<file path="src/hw/rtl/cigcov_pkg.sv">
// shared widths, status codes and character codes of the cigar coverage block
// no dependencies
package cigcov_pkg;

	localparam int OUT_W  = 30;
	localparam int CHAR_W = 8;
	localparam int EXT_W  = 16;
	localparam int STAT_W = 2;

	typedef logic [STAT_W-1:0] status_t;
	typedef logic [CHAR_W-1:0] char_t;

	localparam status_t STAT_INTERVAL  = 2'd0;
	localparam status_t STAT_EMPTY     = 2'd1;
	localparam status_t STAT_MALFORMED = 2'd2;
	localparam status_t STAT_OVERFLOW  = 2'd3;

	// bit positions in the error flags
	localparam int ERR_MAL = 0;
	localparam int ERR_OVF = 1;

	localparam char_t CH_0  = 8'h30;
	localparam char_t CH_9  = 8'h39;
	localparam char_t CH_M  = 8'h4D;
	localparam char_t CH_I  = 8'h49;
	localparam char_t CH_D  = 8'h44;
	localparam char_t CH_N  = 8'h4E;
	localparam char_t CH_S  = 8'h53;
	localparam char_t CH_H  = 8'h48;
	localparam char_t CH_P  = 8'h50;
	localparam char_t CH_X  = 8'h58;
	localparam char_t CH_EQ = 8'h3D;

endpackage

</file>
<file path="src/hw/rtl/cigcov_ram.sv">
// generic single-write, single-read ram with registered read data
// no dependencies
module cigcov_ram #(
	parameter int WIDTH = 60,
	parameter int DEPTH = 32
) (
	input  logic                                   clk,
	input  logic                                   wr_en,
	input  logic [((DEPTH > 1) ? $clog2(DEPTH) : 1)-1:0] wr_addr,
	input  logic [WIDTH-1:0]                       wr_data,
	input  logic [((DEPTH > 1) ? $clog2(DEPTH) : 1)-1:0] rd_addr,
	output logic [WIDTH-1:0]                       rd_data
);

	logic [WIDTH-1:0] mem [DEPTH];

	always_ff @(posedge clk) begin
		if (wr_en) begin
			mem[wr_addr] <= wr_data;
		end
		rd_data <= mem[rd_addr];
	end

endmodule

</file>
<file path="src/hw/rtl/cigar_to_coverage_intervals.sv">
// top level of the cigar coverage interval extractor
// depends on cigcov_pkg and cigcov_ram
//
// Parses a read's CIGAR string one character per cycle (in_ready stays high while parsing),
// tracks the genome position, and writes each nonzero M run, up to MAX_BLOCKS of them, into a
// block ram as a covered interval. After the request carrying last_of_read, input stalls while
// results go out: a decision state, then either one result (errors, no coverage), one extended
// interval from the S_EXT state when extension_length is nonzero, or the stored blocks read back
// from the ram one by one (address state S_BRD, then registered read data in S_BWT), all further
// held by out_ready.
// extension_length may only be written while no read is in flight.
module cigar_to_coverage_intervals #(
	parameter int MAX_BLOCKS = 32,
	parameter int POS_BITS   = 30
) (
	input  logic                        clk,
	input  logic                        arst_n,
	input  logic                        cfg_valid,
	output logic                        cfg_ready,
	input  logic [cigcov_pkg::EXT_W-1:0] extension_length,
	input  logic                        in_valid,
	output logic                        in_ready,
	input  logic [cigcov_pkg::CHAR_W-1:0] cigar_char,
	input  logic                        first_of_read,
	input  logic                        last_of_read,
	input  logic [cigcov_pkg::OUT_W-1:0] read_start,
	input  logic                        reverse_strand,
	output logic                        out_valid,
	input  logic                        out_ready,
	output logic [cigcov_pkg::OUT_W-1:0] interval_begin,
	output logic [cigcov_pkg::OUT_W-1:0] interval_finish,
	output logic                        strand_out,
	output logic [cigcov_pkg::STAT_W-1:0] status,
	output logic                        last_result
);

	localparam int AW = (MAX_BLOCKS > 1) ? $clog2(MAX_BLOCKS) : 1;
	localparam int CW = $clog2(MAX_BLOCKS + 1);
	localparam int RW = POS_BITS + 2;
	localparam int SW = POS_BITS + 3;
	localparam int OW = cigcov_pkg::OUT_W;
	localparam int DW = 2 * OW;
	localparam logic [POS_BITS-1:0] POS_MAX = '1;
	localparam logic [CW-1:0]       BLK_MAX = CW'(MAX_BLOCKS);

	localparam logic [2:0] S_PARSE  = 3'd0;
	localparam logic [2:0] S_DECIDE = 3'd1;
	localparam logic [2:0] S_EXT    = 3'd2;
	localparam logic [2:0] S_BRD    = 3'd3;
	localparam logic [2:0] S_BWT    = 3'd4;

	logic [2:0]                   state_q, state_d;
	logic [cigcov_pkg::EXT_W-1:0] ext_q;

	logic                expect_q, run_dummy;
	logic [POS_BITS-1:0] run_q, gpos_q, left_q;
	logic [RW-1:0]       right_q;
	logic                strand_q, seen_q, bover_q;
	logic [CW-1:0]       count_q;
	logic [1:0]          err_q;

	logic                b_expect, b_strand, b_seen, b_bover;
	logic [POS_BITS-1:0] b_run, b_gpos, b_left;
	logic [RW-1:0]       b_right;
	logic [CW-1:0]       b_count;
	logic [1:0]          b_err;

	logic                n_expect, n_seen, n_bover;
	logic [POS_BITS-1:0] n_run, n_gpos, n_left;
	logic [RW-1:0]       n_right;
	logic [CW-1:0]       n_count;
	logic [1:0]          n_err;

	logic                is_digit, is_op, blk_wr;
	logic [POS_BITS+3:0] run_x, prod;
	logic [POS_BITS:0]   sum_w, fin_w;

	logic                in_acc, slot_free;
	logic [CW-1:0]       kidx_q, kidx_d;
	logic [POS_BITS:0]   start_q, start_d;
	logic signed [SW-1:0] right_x, ext_x, rev_start;
	logic [POS_BITS+1:0] ext_fin;

	logic                ld, clr;
	logic [OW-1:0]       ld_begin, ld_finish;
	cigcov_pkg::status_t ld_status;
	logic                ld_last;
	logic [DW-1:0]       rd_data;

	logic                out_valid_q, strand_out_q, last_q;
	logic [OW-1:0]       begin_q, finish_q;
	cigcov_pkg::status_t status_q;

	assign cfg_ready = 1'b1;
	assign in_ready  = (state_q == S_PARSE);
	assign in_acc    = in_valid && in_ready;
	assign slot_free = !out_valid_q || out_ready;
	assign run_dummy = 1'b0;

	always_ff @(posedge clk or negedge arst_n) begin
		if (!arst_n) begin
			ext_q <= '0;
		end else if (cfg_valid && cfg_ready) begin
			ext_q <= extension_length;
		end
	end

	// parser state after the optional start-of-read clear
	always_comb begin
		if (first_of_read) begin
			b_expect = 1'b0;
			b_run    = '0;
			b_gpos   = POS_BITS'(read_start);
			b_strand = reverse_strand;
			b_left   = POS_MAX;
			b_right  = '0;
			b_count  = '0;
			b_err    = '0;
			b_seen   = 1'b0;
			b_bover  = 1'b0;
		end else begin
			b_expect = expect_q;
			b_run    = run_q;
			b_gpos   = gpos_q;
			b_strand = strand_q;
			b_left   = left_q;
			b_right  = right_q;
			b_count  = count_q;
			b_err    = err_q;
			b_seen   = seen_q;
			b_bover  = bover_q;
		end
	end

	always_comb begin
		is_digit = cigar_char inside {[cigcov_pkg::CH_0:cigcov_pkg::CH_9]};
		is_op    = cigar_char inside {cigcov_pkg::CH_M, cigcov_pkg::CH_I, cigcov_pkg::CH_D,
			cigcov_pkg::CH_N, cigcov_pkg::CH_S, cigcov_pkg::CH_H, cigcov_pkg::CH_P,
			cigcov_pkg::CH_X, cigcov_pkg::CH_EQ};
		// run * 10 + digit
		run_x = (POS_BITS+4)'(b_run);
		prod  = (run_x << 3) + (run_x << 1)
			+ (POS_BITS+4)'(cigar_char - cigcov_pkg::CH_0);
		sum_w = (POS_BITS+1)'(b_gpos) + (POS_BITS+1)'(b_run);
		fin_w = sum_w - (POS_BITS+1)'(1);

		n_expect = b_expect;
		n_run    = b_run;
		n_gpos   = b_gpos;
		n_left   = b_left;
		n_right  = b_right;
		n_count  = b_count;
		n_err    = b_err;
		n_seen   = b_seen;
		n_bover  = b_bover;
		blk_wr   = 1'b0;

		if (is_digit) begin
			if (|prod[POS_BITS+3:POS_BITS]) begin
				n_run = POS_MAX;
				n_err[cigcov_pkg::ERR_OVF] = 1'b1;
			end else begin
				n_run = prod[POS_BITS-1:0];
			end
			n_expect = 1'b0;
		end else if (is_op && !b_expect) begin
			if (cigar_char == cigcov_pkg::CH_M) begin
				n_left  = (!b_seen || b_gpos < b_left) ? b_gpos : b_left;
				n_seen  = 1'b1;
				n_right = RW'(sum_w) - RW'(1);
				if (b_run != '0) begin
					if (b_count < BLK_MAX) begin
						blk_wr  = 1'b1;
						n_count = b_count + CW'(1);
					end else begin
						n_bover = 1'b1;
					end
				end
			end
			if (cigar_char == cigcov_pkg::CH_M || cigar_char == cigcov_pkg::CH_D ||
				cigar_char == cigcov_pkg::CH_N) begin
				if (sum_w[POS_BITS]) begin
					n_gpos = POS_MAX;
					n_err[cigcov_pkg::ERR_OVF] = 1'b1;
				end else begin
					n_gpos = sum_w[POS_BITS-1:0];
				end
			end
			n_run    = '0;
			n_expect = 1'b1;
		end else begin
			n_err[cigcov_pkg::ERR_MAL] = 1'b1;
		end
	end

	always_ff @(posedge clk or negedge arst_n) begin
		if (!arst_n) begin
			expect_q <= 1'b0;
			run_q    <= '0;
			gpos_q   <= '0;
			strand_q <= 1'b0;
			left_q   <= POS_MAX;
			right_q  <= '0;
			count_q  <= '0;
			err_q    <= '0;
			seen_q   <= 1'b0;
			bover_q  <= 1'b0;
		end else if (clr) begin
			expect_q <= 1'b0;
			run_q    <= '0;
			gpos_q   <= '0;
			strand_q <= 1'b0;
			left_q   <= POS_MAX;
			right_q  <= '0;
			count_q  <= '0;
			err_q    <= '0;
			seen_q   <= 1'b0;
			bover_q  <= 1'b0;
		end else if (in_acc) begin
			expect_q <= n_expect;
			run_q    <= n_run;
			gpos_q   <= n_gpos;
			strand_q <= b_strand;
			left_q   <= n_left;
			right_q  <= n_right;
			count_q  <= n_count;
			err_q    <= n_err;
			seen_q   <= n_seen;
			bover_q  <= n_bover;
		end
	end

	cigcov_ram #(
		.WIDTH(DW),
		.DEPTH(MAX_BLOCKS)
	) u_blocks (
		.clk    (clk),
		.wr_en  (in_acc && blk_wr),
		.wr_addr(b_count[AW-1:0]),
		.wr_data({OW'(b_gpos), OW'(fin_w)}),
		.rd_addr(kidx_q[AW-1:0]),
		.rd_data(rd_data)
	);

	// extended interval arithmetic
	always_comb begin
		right_x   = SW'($signed(right_q));
		ext_x     = SW'($signed({1'b0, ext_q}));
		rev_start = right_x - ext_x + $signed(SW'(1));
		if (!strand_q) begin
			start_d = (POS_BITS+1)'(left_q);
		end else if (rev_start[SW-1]) begin
			start_d = (POS_BITS+1)'(1);
		end else begin
			start_d = rev_start[POS_BITS:0];
		end
		ext_fin = (POS_BITS+2)'(start_q) + (POS_BITS+2)'(ext_q) - (POS_BITS+2)'(1);
	end

	// emission sequencer
	always_comb begin
		state_d   = state_q;
		kidx_d    = kidx_q;
		ld        = 1'b0;
		clr       = 1'b0;
		ld_begin  = '0;
		ld_finish = '0;
		ld_status = cigcov_pkg::STAT_INTERVAL;
		ld_last   = 1'b1;
		case (state_q)
			S_PARSE: begin
				if (in_acc && last_of_read) begin
					state_d = S_DECIDE;
				end
			end
			S_DECIDE: begin
				if (slot_free) begin
					if (err_q[cigcov_pkg::ERR_MAL]) begin
						ld        = 1'b1;
						ld_status = cigcov_pkg::STAT_MALFORMED;
					end else if (err_q[cigcov_pkg::ERR_OVF]) begin
						ld        = 1'b1;
						ld_status = cigcov_pkg::STAT_OVERFLOW;
					end else if (ext_q != '0) begin
						if (!seen_q) begin
							ld        = 1'b1;
							ld_status = cigcov_pkg::STAT_EMPTY;
						end else begin
							state_d = S_EXT;
						end
					end else if (bover_q) begin
						ld        = 1'b1;
						ld_status = cigcov_pkg::STAT_OVERFLOW;
					end else if (count_q == '0) begin
						ld        = 1'b1;
						ld_status = cigcov_pkg::STAT_EMPTY;
					end else begin
						kidx_d  = '0;
						state_d = S_BRD;
					end
					if (ld) begin
						clr     = 1'b1;
						state_d = S_PARSE;
					end
				end
			end
			S_EXT: begin
				if (slot_free) begin
					ld = 1'b1;
					if (ext_fin > (POS_BITS+2)'(POS_MAX)) begin
						ld_status = cigcov_pkg::STAT_OVERFLOW;
					end else begin
						ld_begin  = OW'(start_q);
						ld_finish = OW'(ext_fin);
					end
					clr     = 1'b1;
					state_d = S_PARSE;
				end
			end
			S_BRD: begin
				state_d = S_BWT;
			end
			S_BWT: begin
				if (slot_free) begin
					ld        = 1'b1;
					ld_begin  = rd_data[DW-1:OW];
					ld_finish = rd_data[OW-1:0];
					ld_last   = (kidx_q + CW'(1)) == count_q;
					if (ld_last) begin
						clr     = 1'b1;
						state_d = S_PARSE;
					end else begin
						kidx_d  = kidx_q + CW'(1);
						state_d = S_BRD;
					end
				end
			end
			default: begin
				state_d = S_PARSE;
			end
		endcase
	end

	always_ff @(posedge clk or negedge arst_n) begin
		if (!arst_n) begin
			state_q     <= S_PARSE;
			kidx_q      <= '0;
			out_valid_q <= 1'b0;
		end else begin
			state_q <= state_d;
			kidx_q  <= kidx_d;
			if (ld) begin
				out_valid_q <= 1'b1;
			end else if (out_ready) begin
				out_valid_q <= 1'b0;
			end
		end
	end

	always_ff @(posedge clk) begin
		if (state_q == S_DECIDE) begin
			start_q <= start_d;
		end
		if (ld) begin
			begin_q      <= ld_begin;
			finish_q     <= ld_finish;
			strand_out_q <= strand_q;
			status_q     <= ld_status;
			last_q       <= ld_last | run_dummy;
		end
	end

	assign out_valid       = out_valid_q;
	assign interval_begin  = begin_q;
	assign interval_finish = finish_q;
	assign strand_out      = strand_out_q;
	assign status          = status_q;
	assign last_result     = last_q;

endmodule

</file>
<file path="config.mk">
export PLATFORM = sky130hd
export DESIGN_NAME = cigar_to_coverage_intervals
export DESIGN_NICKNAME = d
export VERILOG_FILES = /design/src/hw/rtl/cigcov_pkg.sv /design/src/hw/rtl/cigcov_ram.sv /design/src/hw/rtl/cigar_to_coverage_intervals.sv
export SDC_FILE = /design/constraint.sdc
export NUM_CORES = 2
export LEC_CHECK = 0
export ABC_AREA = 1
export BUFFER_PORTS_ARGS = -buffer_cell sky130_fd_sc_hd__buf_4
export CAP_MARGIN = 25
export CORE_MARGIN = 1
export CORE_UTILIZATION = 25
export CTS_BUF_LIST = sky130_fd_sc_hd__clkbuf_4
export CTS_CLUSTER_DIAMETER = 200
export CTS_CLUSTER_SIZE = 28
export DETAILED_ROUTE_END_ITERATION = 7
export PLACE_DENSITY_LB_ADDON = 0.15
export SYNTH_ARGS = -nofsm -noshare
export SYNTH_HDL_FRONTEND = slang
export SYNTH_SLANG_ARGS = --single-unit
</file>
<file path="constraint.sdc">
create_clock -name clk -period 19.4 [get_ports clk]
set_clock_uncertainty 0.2 [all_clocks]
set_input_delay 1.94 -clock clk [delete_from_list [all_inputs] [get_ports clk]]
set_output_delay 1.94 -clock clk [all_outputs]
set_load 0.01 [all_outputs]
</file>
-- Word level (Yosys, flattened, before mapping)
Memories as Yosys holds them, arrays and structs flattened. A register that Yosys moved wholly into a read port is not among the register bits.
Index checks and enable logic that the tools add are counted.
Widths: inputs -> output; s select.
- output and inout bits: 67
- bits in writable memories: 1920
- register bits after elaboration: 255
- word-level logic and storage cells: 230
- memories: 1
- bits of input ports: 62
- order comparisons: 5
- bitwise operators: 1
- equal/unequal tests: 29
- add/sub/neg operators: 12
- mux-type cells: 133
- reductions and logical operators: 28
- memory list (name ; depth ; width ; read ports ; clocked after Yosys merged registers in ; write ports ; RTL line ; text):
    u_blocks.mem ; 32 ; 60 ; 1 ; 1 ; 1 ; cigcov_ram.sv:15 ; logic [WIDTH-1:0] mem [DEPTH];
- operators with widths (kind ; count):
    $mux 30 ; 28
    $mux 32 ; 6
    $pmux 30 s2 ; 2
    $mux 6 ; 16
    $eq 8x7->1 const B ; 8
    $mux 1 ; 54
    $add 33x31->34 ; 1
    $add 34x34->34 ; 1
    $add 33x2->33 const B ; 1
    $mux 3 ; 11
    $sub 32x17->33 ; 1
    $add 31x16->32 ; 1
    $gt 32x30->1 const B ; 1
    $sub 31x1->32 const B ; 1
    $sub 32x1->32 const B ; 1
    $add 30x30->31 ; 1
    $lt 30x30->1 ; 1
    $reduce_bool 30->1 ; 1
    $sub 30x1->30 const B ; 1
    $mux 2 ; 11
    $ne 2x2->1 const B ; 9
    $reduce_and 9->1 ; 2
    $reduce_bool 16->1 ; 1
    $pmux 3 s5 ; 1
    other kinds (28) ; 47

-- Depth between registers and ports, before layout
- word-level depth: 13
- gate-level depth with buffers: 32
- depth with buffers taken out: 29

-- Cells and area by module
Synthesis repeated with hierarchy kept, for this count alone.
- cell total of the unflattened synthesis: 9869
- area total of the unflattened synthesis: 101626.2 µm²
- by module, submodules not included (module ; instances ; area each (µm²) ; cells each):
    cigcov_ram ; 1 ; 78572.9 ; 6586
    cigar_to_coverage_intervals ; 1 ; 23053.4 ; 3283

-- Least setup slack after synthesis
Ideal clock, no wire load.
- kind: input-to-reg
- start point: in first_of_read
- end point: mem u_blocks.mem[31][0], enable pin
- stages: 12
- path slack: 9.500 ns
- path buffers: 3
- data arrival time: 9.074 ns
- cell sequence: buf_6 -> buf_6 -> clkbuf_1 -> nor2_1 -> nor2_1 -> nand3_1 -> nor2_1 -> nand4_1 -> nand2_1 -> nor2_1 -> nand2_1 -> nor4_1
- word-level cells in the longest chain between the ends: 10
- ends and longest elaborated chain (item ; RTL line ; text):
    start, declared ; cigar_to_coverage_intervals.sv:24 ; input logic first_of_read,
    $mux 6 ; cigar_to_coverage_intervals.sv:110 ; if (first_of_read) begin
    $lt 6x6->1 ; cigar_to_coverage_intervals.sv:172 ; if (b_count < BLK_MAX) begin
    $mux 1 ; cigar_to_coverage_intervals.sv:172 ;
    $mux 1 ; cigar_to_coverage_intervals.sv:171 ; if (b_run != '0) begin
    $mux 1 ; cigar_to_coverage_intervals.sv:167 ; if (cigar_char == cigcov_pkg::CH_M) begin
    $mux 1 ; cigar_to_coverage_intervals.sv:166 ; end else if (is_op && !b_expect) begin
    $mux 1 ; cigar_to_coverage_intervals.sv:158 ; if (is_digit) begin
    $logic_and 1x1->1 ; cigar_to_coverage_intervals.sv:238 ; .wr_en (in_acc && blk_wr),
    $mux 1 ; cigcov_ram.sv:18 ; if (wr_en) begin
    $mux 1 (implied by the code) ; cigcov_ram.sv:19 ; mem[wr_addr] <= wr_data;
    end, declared ; cigcov_ram.sv:15 ;
Parallel ways exist; a longest one is shown, timed or not.

-- Final worst setup path
- start point: in first_of_read
- end point: mem u_blocks.mem[9][57], enable pin
Same word-level chain as after synthesis.

==> flow_metrics.env <==
export IMPL_synthMuxAreaShare_pct=0.0202
export IMPL_rr_endpoint="u_blocks.mem[9][57]"
export IMPL_avgSynthCellArea_um2=11.1
export IMPL_switching_share_pct=41.3
export IMPL_clock_latency_ns=1.49
export IMPL_clkTransAtPathRegs_ns=0.35
export IMPL_antenna_left=0
export IMPL_dieArea_um2=398000
export IMPL_rsz0062_at_grt="false"
export IMPL_endpoint_kind="flop"
export IMPL_yosysUniqueCellTypes=65
export IMPL_crit_type="in2reg"
export IMPL_vias_per_cell=4.97
export IMPL_status="finished clean"
export IMPL_synth_edf_count=2015
export IMPL_r2r_cells=12
export IMPL_die_height_um=631
export IMPL_postCtsSetupBuffers=0
export IMPL_wl_per_cell_um=27.4
export IMPL_crit_end="u_blocks.mem[9][57]"
export IMPL_fmax_mhz=144
export IMPL_h_tree_depth=3
export IMPL_synth_nets=9220
export IMPL_p_seq_share_pct=48.0
export IMPL_fin_nets=9160
export IMPL_final_seq_area_um2=65800
export IMPL_synth_xor_area_share_pct=0.989
export IMPL_pwr_share_clk_pct=14.1
export IMPL_numClockSinks=2235
export IMPL_fp_row_count=230
export IMPL_drc=0
export IMPL_min_period_over_period_pct=35.8
export IMPL_top_level_ports=129
export IMPL_crit_path_max_fanout=64
export IMPL_layout_common_cells="edfxtp_1 (2015), nor2_1 (1422), o21ai_0 (1403), nand2_1 (1147), o22ai_1 (583)"
export IMPL_grt_ovfl_total=0
export IMPL_antenna_found_initial=36
export IMPL_synth_simple_area_share_pct=12.4
export IMPL_fin_tns_setup_ns=0
export IMPL_drt_iter0_drc=6776
export IMPL_leakage_uw=0.0372
export IMPL_grt_pass1_vias=69000
export IMPL_preCtsSetupSlack_ns=10.97
export IMPL_ctsHoldBuffers=0
export IMPL_drive_gt1_share_pct=8.16
export IMPL_num_vias=70800
export IMPL_synthArstFlopShare_pct=7.16
export IMPL_dieWidth_um=631
export IMPL_powerDensity_nw_per_um2=122
export IMPL_multi_input_area_um2=29900
export IMPL_drv_slew=0
export IMPL_startpoint="first_of_read"
export IMPL_seq_area_frac_synth_pct=66.5
export IMPL_clock_path_buffers=4
export IMPL_crit_path_start_kind="input pin"
export IMPL_ys_flop_type="edfxtp_1"
export IMPL_worst_pin_slew_ns=1.17
export IMPL_arrival_ns=7.75
export IMPL_ys_seq_elements=2235
export IMPL_grt_max_degree=150
export IMPL_grt_pass1_wl_um=544000
export IMPL_initial_core_util_pct=25.2
export IMPL_p_sw_uw=5470
export IMPL_tritoncts_num_buffers=94
export IMPL_peakVddDrop_mv=0.0895
export IMPL_cts_tree="yes"
export IMPL_area_growth_pct=9.63
export IMPL_synthCells=8934
export IMPL_slew_headroom_pct=21.6
export IMPL_grtUsageTotal_pct=19.0
export IMPL_synth_top_area_share_pct=61.2
export IMPL_wirelength_um=391000
export IMPL_synth_top_family_by_area="compound AO/OA/AOI/OAI gates"
export IMPL_power_internal_uw=7790
export IMPL_setup_ws_ns=12.46
export IMPL_fillers=41200
export IMPL_dp_hpwl_um=233000
export IMPL_drv_cap=0
export IMPL_synth_warnings=0
export IMPL_hp_class="in2async"
export IMPL_synth_area_leaders="edfxtp_1 (61%), o21ai_0 (7.1%), nor2_1 (5.5%)"
export IMPL_r2r_start="run_q[23]"
export IMPL_io_buffers=127
export IMPL_rrSetupSlack_ns=13.42
export IMPL_cp_required_ns=20.21
export IMPL_final_common_cell="edfxtp_1"
export IMPL_netlist_top_cell_by_area="edfxtp_1"
export IMPL_setup_viol=0
export IMPL_power_frac_comb_pct=37.9
export IMPL_hold_viol=0
export IMPL_synth_compound_area_share_pct=13.4
export IMPL_min_period_ns=6.94
export IMPL_post_cts_resized=0
export IMPL_coreArea_um2=393000
export IMPL_ctsRootBufferMaster="clkbuf_4"
export IMPL_syn_area_um2=98900
export IMPL_gp_congestion=0.913
export IMPL_synthAdderAreaFrac_pct=3.03
export IMPL_dr_pass1_iters=8
cells in the mapped netlist, drive strengths merged, types with 2 or more instances:
master and instances:
a211oi 5, a21boi 8, a21o 13, a21oi 235, a221oi 2, a22o 12
a22oi 2, a31o 2, a31oi 26, a32o 20, and2 5, buf 57
clkbuf 459, clkinv 3, dfrtp 130, dfstp 30, dfxtp 60, edfxtp 2015
fa 26, ha 198, inv 424, mux2i 2, nand2 1182, nand3 212
nand3b 20, nand4 42, nor2 1478, nor3 40, nor4 10, o2111ai 4
o211ai 18, o21a 10, o21ai 1414, o21bai 18, o221ai 10, o22ai 583
o31ai 24, or2 26, xnor2 52, xor2 52
power by group through the flow:
stage,logic [uW],registers (uW),clock network (uW)
2_1_floorplan,2850,6290,0
3_3_place_gp,4950,6490,0
3_5_place_dp,4980,6480,0
4_1_cts,4990,6380,1950
5_1_grt,5480,6390,2080
6_report,5030,6370,1870
how the worst min path moves through the flow:
stage                     startpoint    endpoint  slack [ns]  cells after the start
after floorplan           gpos_q[12]  gpos_q[12]        0.24                      2
after global placement      run_q[0]    run_q[0]        0.27                      2
after detailed placement   run_q[20]   run_q[20]        0.27                      2
after CTS                     arst_n   run_q[12]        0.06                      1
after global routing          arst_n   run_q[12]        0.13                      1
final                         arst_n   run_q[12]        0.23                      1
final cells by class:
cell class,count,share of cell area (%)
multi-input combinational,5756,27.6
sequential,2235,60.7
clock inverter,6,0.0923
inverter,427,1.52
clock buffer,157,1.09
timing repair buffer,360,2.82
tap,5220,6.02
antenna,89,0.205
worst max-delay path, stage by stage:
cell	delay [ns]
buf_4	0.23
buf_4	0.40
inv_8	0.47
nand2_1	0.17
inv_1	0.26
nor2_1	0.11
nand3_1	0.09
nor2_1	0.07
nand4_1	0.30
nand2_1	0.21
nor3_1	0.40
nand2_1	0.56
nor2_4	1.01
buf_4	0.64
buf_4	0.67
cell families after synthesis:
kind of cell | count (synthesis)
flip-flops | 2235
buffers and inverters | 943
multiplexers | 2
AND/OR/NAND/NOR | 3016
adder cells (fa/ha/maj) | 224
AO/OA/AOI/OAI | 2409
XOR/XNOR | 104
other | 1
routing by layer:
layer / vias to the layer above / GRT usage, % / routed length [um]
li1: 31800 / - / -
met1: 36800 / 26.2 / 177000
met2: 1876 / 31.9 / 186000
met3: 315 / 1.69 / 16600
met4: 10 / 5.18 / 10900
met5: - / 0 / 72
metrics by stage:
step / power [uW] / instance area (um2) / hold WS (ns) / util (%) / cells
3_5_place_dp: 11500 / 107000 / 0.265 / 27.1 / 14000
6_report: 13300 / 108000 / 0.226 / 27.6 / 14300
2_1_floorplan: 9150 / 98900 / 0.237 / - / 8934
5_1_grt: 13900 / 108000 / 0.128 / 27.6 / 14200
3_3_place_gp: 11400 / 107000 / 0.266 / 27.1 / 14000
4_1_cts: 13300 / 108000 / 0.0650 / 27.5 / 14200
state kept, by name, indices dropped and copies added, names as in the netlist, 31 cells and up:
| name | count |
|---|---|
| u_blocks.mem | 1920 |
| u_blocks.rd_data | 60 |
| start_q | 31 |
| right_q | 32 |
Power figures use the tool's default switching activity.
